[config.mk]
export PLATFORM = sky130hd
export DESIGN_NAME = status_led_pixel_encoder
export DESIGN_NICKNAME = d
export VERILOG_FILES = /design/src/hw/rtl/slpe_pkg.sv /design/src/hw/rtl/slpe_front.sv /design/src/hw/rtl/slpe_queue.sv /design/src/hw/rtl/slpe_back.sv /design/src/hw/rtl/status_led_pixel_encoder.sv
export SDC_FILE = /design/constraint.sdc
export NUM_CORES = 1
export LEC_CHECK = 0
export ABC_AREA = 0
export BUFFER_PORTS_ARGS = -buffer_cell sky130_fd_sc_hd__buf_4
export CORE_MARGIN = 3
export CORE_UTILIZATION = 35
export DETAILED_ROUTE_END_ITERATION = 8
export SLEW_MARGIN = 25
export SYNTH_ARGS = -nofsm -noshare
export SYNTH_HDL_FRONTEND = slang
export SYNTH_SLANG_ARGS = --single-unit
[constraint.sdc]
create_clock -name clk -period 6.6 [get_ports clk]
set_input_delay 0.99 -clock clk [delete_from_list [all_inputs] [get_ports clk]]
set_output_delay 0.99 -clock clk [all_outputs]
set_load 0.1 [all_outputs]
[src/hw/rtl/slpe_pkg.sv]
`timescale 1ns / 1ps
// ----------------------------------------------------------------------------
// slpe_pkg
// Shared types and constants for the status LED pixel encoder.
// ----------------------------------------------------------------------------
package slpe_pkg;

  // Blink periods in milliseconds (zero means always on)
  localparam int unsigned FAST_BLINK_MS        = 500;
  localparam int unsigned SLOW_BLINK_MS_PERIOD = 1000;

  localparam int unsigned TIME_W  = 32;
  localparam int unsigned COLOR_W = 24;
  localparam int unsigned CFG_IDX_W = 3;
  localparam int unsigned TICK_W  = 4;

  localparam int unsigned NUM_SYMBOLS = 24;
  localparam int unsigned SYM_CNT_W   = $clog2(NUM_SYMBOLS);

  localparam logic [TICK_W-1:0] TICKS_LONG  = 4'd8;
  localparam logic [TICK_W-1:0] TICKS_SHORT = 4'd4;

  // Reciprocal constants: floor(t / D) == (t * M) >> S for all 32-bit t,
  // with S = 32 + clog2(D) and M = ceil(2^S / D). M fits in 33 bits.
  localparam int unsigned MAGIC_W = TIME_W + 1;
  localparam int unsigned PROD_W  = TIME_W + MAGIC_W;

  localparam bit          FAST_ALWAYS_ON = (FAST_BLINK_MS == 0);
  localparam int unsigned FAST_DIV   = FAST_ALWAYS_ON ? 1 : FAST_BLINK_MS;
  localparam int unsigned FAST_SHIFT = TIME_W + $clog2(FAST_DIV);
  localparam logic [MAGIC_W-1:0] FAST_MAGIC =
    MAGIC_W'(((64'd1 << FAST_SHIFT) + 64'(FAST_DIV) - 64'd1) / 64'(FAST_DIV));

  localparam bit          SLOW_ALWAYS_ON = (SLOW_BLINK_MS_PERIOD == 0);
  localparam int unsigned SLOW_DIV   = SLOW_ALWAYS_ON ? 1 : SLOW_BLINK_MS_PERIOD;
  localparam int unsigned SLOW_SHIFT = TIME_W + $clog2(SLOW_DIV);
  localparam logic [MAGIC_W-1:0] SLOW_MAGIC =
    MAGIC_W'(((64'd1 << SLOW_SHIFT) + 64'(SLOW_DIV) - 64'd1) / 64'(SLOW_DIV));

  // Register reset values
  localparam logic [COLOR_W-1:0] RST_COLOR_DISCONNECTED  = 24'hFF7800;
  localparam logic [COLOR_W-1:0] RST_COLOR_CONNECTED     = 24'h00B4FF;
  localparam logic [COLOR_W-1:0] RST_COLOR_DEV_READY     = 24'h00FF00;
  localparam logic [COLOR_W-1:0] RST_COLOR_PRINTING      = 24'h0050FF;
  localparam logic [COLOR_W-1:0] RST_COLOR_ERROR         = 24'hFF0000;
  localparam logic               RST_LED_ENABLE          = 1'b1;

  typedef enum logic [CFG_IDX_W-1:0] {
    REG_COLOR_DISCONNECTED  = 3'd0,
    REG_COLOR_CONNECTED     = 3'd1,
    REG_COLOR_DEV_READY     = 3'd2,
    REG_COLOR_PRINTING      = 3'd3,
    REG_COLOR_ERROR         = 3'd4,
    REG_LED_ENABLE          = 3'd5
  } cfg_reg_t;

  typedef enum logic [2:0] {
    SCEN_NONE     = 3'd0,
    SCEN_LINK     = 3'd1,
    SCEN_READY    = 3'd2,
    SCEN_PRINTING = 3'd3,
    SCEN_ERROR    = 3'd4
  } scen_t;

  // One pixel request: color already in wire order (green, red, blue)
  typedef struct packed {
    logic [COLOR_W-1:0] grb;
    scen_t              scen;
  } pixel_t;

  localparam int unsigned QUEUE_DEPTH = 2;
  localparam int unsigned QUEUE_PTR_W = $clog2(QUEUE_DEPTH);
  localparam int unsigned QUEUE_CNT_W = $clog2(QUEUE_DEPTH + 1);

  // Queue status seen by the producer and the consumer
  typedef struct packed {
    logic full;
    logic empty;
  } queue_status_t;

endpackage

[src/hw/rtl/slpe_front.sv]
`timescale 1ns / 1ps
// ----------------------------------------------------------------------------
// slpe_front
// Holds the config registers, picks the scenario, resolves the blink phase
// and queues one GRB pixel request per accepted tick while the LED is enabled.
// ----------------------------------------------------------------------------
module slpe_front import slpe_pkg::*; (
  input  logic                 clk,
  input  logic                 rst_n,
  input  logic                 cfg_we,
  input  logic [CFG_IDX_W-1:0] cfg_index,
  input  logic [COLOR_W-1:0]   cfg_wdata,
  input  logic                 in_valid,
  output logic                 in_stall,
  input  logic                 in_usb_error,
  input  logic                 in_jobs_active,
  input  logic                 in_dev_ready,
  input  logic                 in_link_connected,
  input  logic [TIME_W-1:0]    in_time_ms,
  output logic                 push,
  output pixel_t               push_data,
  input  queue_status_t        q_status
);

  logic [COLOR_W-1:0] color_disc_r, color_conn_r, color_ready_r;
  logic [COLOR_W-1:0] color_print_r, color_err_r;
  logic               led_enable_r;

  logic   vld_r, vld_nxt;
  pixel_t pix_r;

  logic               accept;
  scen_t              scen;
  logic               use_slow;
  logic               blinks;
  logic [MAGIC_W-1:0] magic;
  logic [PROD_W-1:0]  prod;
  logic               odd_period;
  logic               led_on;
  logic [COLOR_W-1:0] rgb;
  pixel_t             pix_nxt;

  always_ff @(posedge clk) begin
    if (!rst_n) begin
      color_disc_r  <= RST_COLOR_DISCONNECTED;
      color_conn_r  <= RST_COLOR_CONNECTED;
      color_ready_r <= RST_COLOR_DEV_READY;
      color_print_r <= RST_COLOR_PRINTING;
      color_err_r   <= RST_COLOR_ERROR;
      led_enable_r  <= RST_LED_ENABLE;
    end else if (cfg_we) begin
      unique case (cfg_reg_t'(cfg_index))
        REG_COLOR_DISCONNECTED:  color_disc_r  <= cfg_wdata;
        REG_COLOR_CONNECTED:     color_conn_r  <= cfg_wdata;
        REG_COLOR_DEV_READY:     color_ready_r <= cfg_wdata;
        REG_COLOR_PRINTING:      color_print_r <= cfg_wdata;
        REG_COLOR_ERROR:         color_err_r   <= cfg_wdata;
        REG_LED_ENABLE:          led_enable_r  <= cfg_wdata[0];
        default: ;
      endcase
    end
  end

  always_comb begin
    priority if (in_usb_error)      scen = SCEN_ERROR;
    else if (in_jobs_active)        scen = SCEN_PRINTING;
    else if (in_dev_ready)          scen = SCEN_READY;
    else if (in_link_connected)     scen = SCEN_LINK;
    else                            scen = SCEN_NONE;
  end

  // Blink phase: parity of time / period via reciprocal multiply
  always_comb begin
    use_slow   = (scen == SCEN_NONE);
    blinks     = (scen == SCEN_NONE) || (scen == SCEN_PRINTING) || (scen == SCEN_ERROR);
    magic      = use_slow ? SLOW_MAGIC : FAST_MAGIC;
    prod       = PROD_W'(in_time_ms) * PROD_W'(magic);
    odd_period = use_slow ? prod[SLOW_SHIFT] : prod[FAST_SHIFT];
    led_on     = !blinks || (use_slow ? SLOW_ALWAYS_ON : FAST_ALWAYS_ON) || !odd_period;
  end

  always_comb begin
    unique case (scen)
      SCEN_NONE:     rgb = color_disc_r;
      SCEN_LINK:     rgb = color_conn_r;
      SCEN_READY:    rgb = color_ready_r;
      SCEN_PRINTING: rgb = color_print_r;
      SCEN_ERROR:    rgb = color_err_r;
      default:       rgb = '0;
    endcase
    pix_nxt.scen = scen;
    pix_nxt.grb  = led_on ? {rgb[15:8], rgb[23:16], rgb[7:0]} : '0;
  end

  assign in_stall  = vld_r && q_status.full;
  assign accept    = in_valid && !in_stall;
  assign push      = vld_r && !q_status.full;
  assign push_data = pix_r;

  // A disabled LED still takes the tick but queues nothing
  always_comb begin
    vld_nxt = vld_r;
    if (accept) begin
      vld_nxt = led_enable_r;
    end else if (push) begin
      vld_nxt = 1'b0;
    end
  end

  always_ff @(posedge clk) begin
    if (!rst_n) begin
      vld_r <= 1'b0;
    end else begin
      vld_r <= vld_nxt;
    end
  end

  always_ff @(posedge clk) begin
    if (accept) begin
      pix_r <= pix_nxt;
    end
  end

endmodule

[src/hw/rtl/slpe_queue.sv]
`timescale 1ns / 1ps
// ----------------------------------------------------------------------------
// slpe_queue
// Short request queue between the front end and the symbol serializer.
// ----------------------------------------------------------------------------
module slpe_queue import slpe_pkg::*; (
  input  logic          clk,
  input  logic          rst_n,
  input  logic          push,
  input  pixel_t        push_data,
  input  logic          pop,
  output pixel_t        pop_data,
  output queue_status_t status
);

  pixel_t                 mem_r [QUEUE_DEPTH];
  logic [QUEUE_PTR_W-1:0] wr_ptr_r, wr_ptr_nxt;
  logic [QUEUE_PTR_W-1:0] rd_ptr_r, rd_ptr_nxt;
  logic [QUEUE_CNT_W-1:0] count_r, count_nxt;

  assign status.full  = (count_r == QUEUE_CNT_W'(QUEUE_DEPTH));
  assign status.empty = (count_r == '0);
  assign pop_data     = mem_r[rd_ptr_r];

  always_comb begin
    wr_ptr_nxt = wr_ptr_r;
    rd_ptr_nxt = rd_ptr_r;
    count_nxt  = count_r;
    if (push) begin
      wr_ptr_nxt = (wr_ptr_r == QUEUE_PTR_W'(QUEUE_DEPTH - 1)) ? '0 : wr_ptr_r + 1'b1;
    end
    if (pop) begin
      rd_ptr_nxt = (rd_ptr_r == QUEUE_PTR_W'(QUEUE_DEPTH - 1)) ? '0 : rd_ptr_r + 1'b1;
    end
    if (push && !pop) begin
      count_nxt = count_r + 1'b1;
    end else if (pop && !push) begin
      count_nxt = count_r - 1'b1;
    end
  end

  always_ff @(posedge clk) begin
    if (!rst_n) begin
      wr_ptr_r <= '0;
      rd_ptr_r <= '0;
      count_r  <= '0;
    end else begin
      wr_ptr_r <= wr_ptr_nxt;
      rd_ptr_r <= rd_ptr_nxt;
      count_r  <= count_nxt;
    end
  end

  always_ff @(posedge clk) begin
    if (push) begin
      mem_r[wr_ptr_r] <= push_data;
    end
  end

endmodule

[src/hw/rtl/slpe_back.sv]
`timescale 1ns / 1ps
// ----------------------------------------------------------------------------
// slpe_back
// Symbol serializer: shifts one queued pixel out MSB first, one one-wire
// symbol per cycle while out_stall is low, from a registered output stage.
// ----------------------------------------------------------------------------
module slpe_back import slpe_pkg::*; (
  input  logic                clk,
  input  logic                rst_n,
  output logic                pop,
  input  pixel_t              pop_data,
  input  queue_status_t       q_status,
  output logic                out_valid,
  input  logic                out_stall,
  output logic [TICK_W-1:0]   out_high_ticks,
  output logic [TICK_W-1:0]   out_low_ticks,
  output logic                out_bit_value,
  output logic [2:0]          out_scenario_code,
  output logic                out_last_symbol
);

  logic                 valid_r, valid_nxt;
  logic [COLOR_W-1:0]   shift_r, shift_nxt;
  scen_t                scen_r, scen_nxt;
  logic [SYM_CNT_W-1:0] cnt_r, cnt_nxt;
  logic                 last;
  logic                 take;

  assign last = (cnt_r == SYM_CNT_W'(NUM_SYMBOLS - 1));
  assign take = valid_r && !out_stall;
  // Next pixel loads as the last symbol of the current one is taken
  assign pop  = !q_status.empty && (!valid_r || (take && last));

  always_comb begin
    valid_nxt = valid_r;
    shift_nxt = shift_r;
    scen_nxt  = scen_r;
    cnt_nxt   = cnt_r;
    if (pop) begin
      valid_nxt = 1'b1;
      shift_nxt = pop_data.grb;
      scen_nxt  = pop_data.scen;
      cnt_nxt   = '0;
    end else if (take) begin
      if (last) begin
        valid_nxt = 1'b0;
      end else begin
        shift_nxt = {shift_r[COLOR_W-2:0], 1'b0};
        cnt_nxt   = cnt_r + 1'b1;
      end
    end
  end

  always_ff @(posedge clk) begin
    if (!rst_n) begin
      valid_r <= 1'b0;
      cnt_r   <= '0;
    end else begin
      valid_r <= valid_nxt;
      cnt_r   <= cnt_nxt;
    end
  end

  always_ff @(posedge clk) begin
    shift_r <= shift_nxt;
    scen_r  <= scen_nxt;
  end

  assign out_valid         = valid_r;
  assign out_bit_value     = shift_r[COLOR_W-1];
  assign out_high_ticks    = shift_r[COLOR_W-1] ? TICKS_LONG : TICKS_SHORT;
  assign out_low_ticks     = shift_r[COLOR_W-1] ? TICKS_SHORT : TICKS_LONG;
  assign out_scenario_code = scen_r;
  assign out_last_symbol   = last;

endmodule

[src/hw/rtl/status_led_pixel_encoder.sv]
`timescale 1ns / 1ps
// ----------------------------------------------------------------------------
// status_led_pixel_encoder
// Status tick to one-wire LED symbol encoder: front end, request queue and
// symbol serializer.
// ----------------------------------------------------------------------------
// Path: an accepted tick passes the front-end pixel register, the request
//   queue and the serializer output register before its first symbol shows.
// Throughput: one symbol per cycle while not stalled, set by the serializer;
//   with the LED disabled a tick is taken every cycle and produces nothing.
// Reset: synchronous, active low; clears the queue and serializer and restores
//   the default colors with the LED enabled.
// ----------------------------------------------------------------------------
module status_led_pixel_encoder import slpe_pkg::*; (
  input  logic                 clk,
  input  logic                 rst_n,
  input  logic                 cfg_we,
  input  logic [CFG_IDX_W-1:0] cfg_index,
  input  logic [COLOR_W-1:0]   cfg_wdata,
  input  logic                 in_valid,
  output logic                 in_stall,
  input  logic                 in_usb_error,
  input  logic                 in_jobs_active,
  input  logic                 in_dev_ready,
  input  logic                 in_link_connected,
  input  logic [TIME_W-1:0]    in_time_ms,
  output logic                 out_valid,
  input  logic                 out_stall,
  output logic [TICK_W-1:0]    out_high_ticks,
  output logic [TICK_W-1:0]    out_low_ticks,
  output logic                 out_bit_value,
  output logic [2:0]           out_scenario_code,
  output logic                 out_last_symbol
);

  logic          push;
  logic          pop;
  pixel_t        push_data;
  pixel_t        pop_data;
  queue_status_t q_status;

  slpe_front u_front (
    .clk               (clk),
    .rst_n             (rst_n),
    .cfg_we            (cfg_we),
    .cfg_index         (cfg_index),
    .cfg_wdata         (cfg_wdata),
    .in_valid          (in_valid),
    .in_stall          (in_stall),
    .in_usb_error      (in_usb_error),
    .in_jobs_active    (in_jobs_active),
    .in_dev_ready      (in_dev_ready),
    .in_link_connected (in_link_connected),
    .in_time_ms        (in_time_ms),
    .push              (push),
    .push_data         (push_data),
    .q_status          (q_status)
  );

  slpe_queue u_queue (
    .clk       (clk),
    .rst_n     (rst_n),
    .push      (push),
    .push_data (push_data),
    .pop       (pop),
    .pop_data  (pop_data),
    .status    (q_status)
  );

  slpe_back u_back (
    .clk               (clk),
    .rst_n             (rst_n),
    .pop               (pop),
    .pop_data          (pop_data),
    .q_status          (q_status),
    .out_valid         (out_valid),
    .out_stall         (out_stall),
    .out_high_ticks    (out_high_ticks),
    .out_low_ticks     (out_low_ticks),
    .out_bit_value     (out_bit_value),
    .out_scenario_code (out_scenario_code),
    .out_last_symbol   (out_last_symbol)
  );

endmodule
==> results of run 1 <==
area by class of cell:
cell class	instances	area, sq um
Sequential cell	241	5910
Tap cell	756	946
Inverter	402	1510
Multi-Input combinational cell	1252	13100
Clock buffer	30	612
Fill cell	5395	32600
Clock inverter	10	52.6
Timing Repair Buffer	216	1850
layout by cell type (no fill, tap or decap), types with 23 or more instances in the layout:
cell type  count
inv_1        395
nand2_1      314
fa_1         218
ha_1         212
buf_4        182
dfxtp_1      133
edfxtp_1     108
a21boi_0      75
nand3_1       59
ha_4          45
nor2_1        43
o21ai_0       40
mux2i_1       25
xnor2_1       25
a221oi_1      25
buf_6         24
clkbuf_16     23
cell families (layout without fill, tap and decap cells):
family,Yosys count,count (layout),synth area share
buf+inv,483,658,0.0959
xor+xnor,32,32,0.0140
compound gates,203,203,0.0714
mux,28,28,0.0142
fa+ha+maj,500,500,0.402
flops,241,241,0.294
simple gates,485,485,0.108
other cells,1,4,0.000187
worst reg2reg max path, delay by kind of cell, from the launching register on:
| kind | cells | cell delay (ps) |
|---|---|---|
| buffers and inverters | 2 | 680 |
| flip-flops | 1 | 330 |
| AND/OR/NAND/NOR | 4 | 1000 |
| adder cells (fa/ha/maj) | 1 | 230 |
| AO/OA/AOI/OAI | 1 | 70 |
worst paths after layout:
path	start	endpoint	slack (ps)	cells past startpoint
max	in_time_ms[13]	u_front.push_data[10]$_SDFFCE_PN0P_	-140	26
min	u_front.push_data[15]$_SDFFCE_PN0P_	u_queue.mem_r[1][15]$_DFFE_PP_	450	0
max reg2reg	u_back.cnt_r[0]$_SDFFE_PP0P_	u_back.shift_r[2]$_DFFE_PP_	3970	8
min reg2reg	u_front.push_data[15]$_SDFFCE_PN0P_	u_queue.mem_r[1][15]$_DFFE_PP_	450	0
routing by layer:
| metal | vias to the layer above | global-route usage |
|---|---|---|
| met3 | 72 | 0.0202 |
| li1 | 6620 | - |
| met2 | 274 | 0.290 |
| met4 | 0 | 0.0359 |
| met5 | - | 0 |
| met1 | 6898 | 0.228 |
metrics by stage:
step / instances / setup slack (ps) / setup TNS [ps]
2_1_floorplan: 1976 / -42.3 / -752
3_3_place_gp: 2847 / -795 / -18700
3_5_place_dp: 2847 / -845 / -19600
4_1_cts: 2903 / -175 / -3230
5_1_grt: 2907 / -357 / -7940
6_report: 2907 / -141 / -2720
state kept, by name, indices dropped and copies added, names as in the netlist, named ones only:
register	cells
u_queue.rd_ptr_r	1
u_front.color_conn_r	24
u_front.vld_r	1
u_front.color_ready_r	24
u_back.shift_r	24
u_queue.mem_r	54
u_front.color_disc_r	24
u_back.out_valid	1
u_front.push_data	27
u_back.cnt_r	5
u_queue.count_r	2
u_back.out_scenario_code	3
u_front.color_print_r	24
u_queue.wr_ptr_r	1
u_front.color_err_r	24
u_front.led_enable_r	1
timing repair:
item / in CTS / in global routing
buffers inserted: 13 / 4
gates cloned: 3 / 0
pin swaps: 53 / 29
gates resized for setup: 83 / 29
setup endpoints to repair: 24 / 24
==> summary.txt, run 1 <==
Vias in the first global route = 15,000
CP bufs+invs = 9
Worst Tran Pin Value = 903 ps
Most frequent CP cell = fa_1
Setup CP Type = input port to flop
Synth top area cells = fa_1 (24%), ha_1 (16%), edfxtp_1 (16%)
Tcrit/Tclk final = 1.02
Clk_lat worst skew = 510 ps
Die Ht = 245 um
Mean number of vias per cell = 4.77
Met1 WL = 21,900 um
Post-synth EDFFs = 108
Top Layer Used = met4
GRT Util Overall = 0.168
Distinct cells, synth = 57
Rows = 87
Layout cells sized above 1 = 0.180
Tightest hold margin = 446 ps
CTS Buf Count = 23
Hold Path Class = flop to flop
Met2 wire len = 23,900 um
Fin util = 0.424
Port Buffers = 78
Metal3 WL = 2120 um
Iteration-0 DRC Markers = 763
Synth Instances = 1,973
Root Buffer = clkbuf_16
CTS tree = built
Rel. slew slack = 0.395
Post-synthesis sequential area ratio = 0.294
Arrival @ worst endpoint = 6970 ps
Failing checks = setup timing
Placed inst area = 22,400 sq um
DRT Pass-1 Iters = 5
Top cells by count, synth = inv_1 (402), nand2_1 (315), ha_1 (260), fa_1 (240), dfxtp_1 (133)
GP Congestion = 0.893
Mapped Avg Cell Area = 10.2 sq um
Sink Count = 241
H-tree depth = 1
Initial antenna violation count = 0
Area Growth Syn to Fin = 19.3%
Diode count = 0
Total congestion overflow = 0
Slowest stage delay, CP = 510 ps
# hold bufs at CTS = 0
Initial core utilization = 0.355
Main flop type after synthesis = dfxtp_1
Asr flop ratio synth = 0
Final min period = 6740 ps
Crit Path Max Fanout = 6
DRC Markers = 0
Setup WS post-layout = -141 ps
Core area = 56,500 sq um
MaxCap Viol Count = 0
Post-Layout Inst Area = 23,900 sq um
Top delay family on crit path = adder cells
First-pass GRT wire length = 80,300 um
Slowest cell on crit path = fa_1
Ys Warns = 0
FF+latch count, synth = 241
Skew final = 15.2 ps
Die width = 245 um
Via count = 13,900
IO Count = 83
Setup crit start kind = input port
Final HPWL from detailed placement = 37,500 um
Fmax = 148 MHz
Reg clk slew, reported paths = 60 ps
Slew Viols, Final = 0
Crit. End Element = flop
Final setup fails = 24
Mean routed wirelength per cell = 16.9 um
Crit path required time = 6830 ps
Die area = 60,200 sq um
RSZ-0062 raised after global routing = true
Post-synthesis cell area = 20,100 sq um
WL final = 49,100 um
Final hold viol count = 0
CTS max path bufs = 3
Detail Route Antenna Nets = 0
Largest net degree at the start of global routing = 91
Nets@finish = 2,704
Outcome = complete, but fails checks
Largest area contributor in the netlist = fa_1
Count leader, synth = inv_1
Synth top area share = 0.240
Power of run 1 is not shown: default switching activity piles up to over one toggle a cycle in this logic, so the estimate is an artifact.
==> inputs of run 2 (changes only) <==
--- a/config.mk
+++ b/config.mk
@@ -8,7 +8,7 @@
 export ABC_AREA = 0
 export BUFFER_PORTS_ARGS = -buffer_cell sky130_fd_sc_hd__buf_4
 export CORE_MARGIN = 3
-export CORE_UTILIZATION = 35
+export CORE_UTILIZATION = 32
 export DETAILED_ROUTE_END_ITERATION = 8
 export SLEW_MARGIN = 25
 export SYNTH_ARGS = -nofsm -noshare
==> run 2 against run 1 <==
The run still ends with setup timing left. Non-clock buffer count is the same. Worst setup slack lost 47 ps. Die area grew 9.1%. Flip-flop and latch count is the same. Critical path depth grew 1. Sequential share of layout area shrank 0.12 points. Clock skew grew 7.8 ps. Count of clock-buffer cells in the layout grew 2. Cell count grew 3.0%. Critical path type unchanged.
==> summary.txt, run 2 (same netlist as run 1, synthesis figures left out) <==
Crit Path Max Fanout = 6
Clk_lat worst skew = 510 ps
Via count = 13,700
GRT busiest layer = met2
Outcome = complete, but fails checks
First-pass GRT wire length = 79,800 um
Slew Viols, Final = 0
Worst Tran Pin Value = 1040 ps
Initial antenna violation count = 2
MaxCap Viol Count = 0
Die width = 256 um
Port Buffers = 78
Tcrit/Tclk final = 1.03
Biggest register = u_queue.mem_r
Failing checks = setup timing
DRT Pass-1 Iters = 5
Die area = 65,700 sq um
CTS tree = built
Commonest non-fill, non-tap cells in the layout = inv_1 (398), nand2_1 (314), fa_1 (221), ha_1 (219), buf_4 (195)
Hold Path Class = flop to flop
Setup WS post-layout = -188 ps
Tightest hold margin = 444 ps
Initial core utilization = 0.324
Worst reg2reg path depth = 8
Largest register FFs = 54
WL final = 48,600 um
Final min period = 6790 ps
Post-Layout Inst Area = 24,100 sq um
Reg clk slew, reported paths = 60 ps
Final HPWL from detailed placement = 37,900 um
Layout cells sized above 1 = 0.178
Commonest non-fill, non-tap cell in the layout = inv_1
Detail Route Antenna Nets = 0
Iteration-0 DRC Markers = 699
CTS Buf Count = 24
H-tree depth = 1
Met1 Use GR = 0.199
Skew final = 22.9 ps
Total congestion overflow = 0
GRT Util Overall = 0.150
Area Growth Syn to Fin = 19.9%
Worst Hold Launch = u_front.push_data[1]$_DFFE_PP_
# hold bufs at CTS = 0
Die Ht = 256 um
Hold path endpoint = u_queue.mem_r[1][1]$_DFFE_PP_
Final hold viol count = 0
Setup CP Type = input port to flop
RSZ-0062 raised after global routing = true
Pre-CTS WS = -896 ps
Setup crit start kind = input port
Worst r2r dst = u_back.shift_r[8]$_DFFE_PP_
Met2 usage in global routing = 0.265
Nets@finish = 2,705
Rel. slew slack = 0.306
Crit. End Element = flop
Mean routed wirelength per cell = 16.2 um
Met3 Use GR = 0.0154
Placed inst area = 22,500 sq um
Fmax = 147 MHz
R2R Setup Slk = 4010 ps
Sink Count = 241
FF-to-FF Start = u_back.cnt_r[0]$_SDFFE_PP0P_
Crit path required time = 6840 ps
Final setup fails = 24
Hold-critical path depth = 0
Root Buffer = clkbuf_16
Largest net degree at the start of global routing = 109
Core area = 61,800 sq um
CTS max path bufs = 3
Rows = 91
GP Congestion = 0.879
IO Count = 83
Vias in the first global route = 14,900
DRC Markers = 0
Mean number of vias per cell = 4.57
Arrival @ worst endpoint = 7030 ps
run 2: cell types whose count changed in the layout (fill, tap and decap cells not counted), moves of 4 or more:
cell / change
buf_4: +13
buf_6: -10
ha_4: -8
ha_1: +7
bufinv_16: +5
clkbuf_16: +5
buf_12: -4
clkbuf_1: -4
clkbuf_8: +4
run 2: what timing repair did:
item,in CTS,in global routing
buffers inserted,7,0
endpoints found under the hold margin,0,0
setup endpoints to repair,24,24
pin swaps,16,8
gates cloned,2,3
resized for setup,69,11
run 2: worst max-delay path by stage:
stage	slack, ps	startpoint	depth (start not counted)	endpoint
3_5_place_dp	-900	in_time_ms[15]	24	u_front.push_data[25]$_SDFFCE_PN0P_
5_1_grt	-390	in_time_ms[20]	26	u_front.push_data[9]$_SDFFCE_PN0P_
4_1_cts	-130	in_time_ms[10]	27	u_front.push_data[7]$_SDFFCE_PN0P_
2_1_floorplan	-40	in_time_ms[8]	22	u_front.push_data[16]$_SDFFCE_PN0P_
6_report	-190	in_time_ms[12]	27	u_front.push_data[23]$_SDFFCE_PN0P_
3_3_place_gp	-950	in_time_ms[15]	24	u_front.push_data[24]$_SDFFCE_PN0P_
run 2: final cells by class:
type	instances	area [sq um]
Antenna cell	2	5.00
Clock buffer	32	702
Clock inverter	12	195
Fill cell	5984	37800
Inverter	402	1510
Multi-Input combinational cell	1252	12900
Sequential cell	241	5910
Tap cell	837	1050
Timing Repair Buffer	216	1780
run 2: metrics by stage:
step           instances   util  setup TNS [ps]
2_1_floorplan       1976      -            -752
3_3_place_gp        2938  0.364          -22370
3_5_place_dp        2938  0.364          -20920
4_1_cts             2991  0.388           -2620
5_1_grt             2994  0.389           -8870
6_report            2994  0.389           -3470
run 2: routing by layer:
layer  up-vias  part of all wire
li1       6631                 -
met1      6783              0.45
met2       221              0.50
met3        62             0.034
met4         0             0.020
met5         -                 0
run 2: worst max-delay path, stage by stage:
cell       delay, ps
buf_4            160
buf_6            140
ha_4             210
fa_2             340
fa_1             490
inv_1             50
fa_1             470
inv_1             50
fa_1             500
fa_1             430
fa_1             490
inv_1             50
fa_1             470
inv_1             60
ha_4             270
buf_4            100
nand4_1          150
nor4_4           340
nand2_1          110
a21oi_2          120
buf_6            150
o311ai_4         110
a21o_1           220
a21oi_4          200
buf_6            150
clkbuf_16        150
nor3_2            40
Power of run 2 is left out for the same reason.
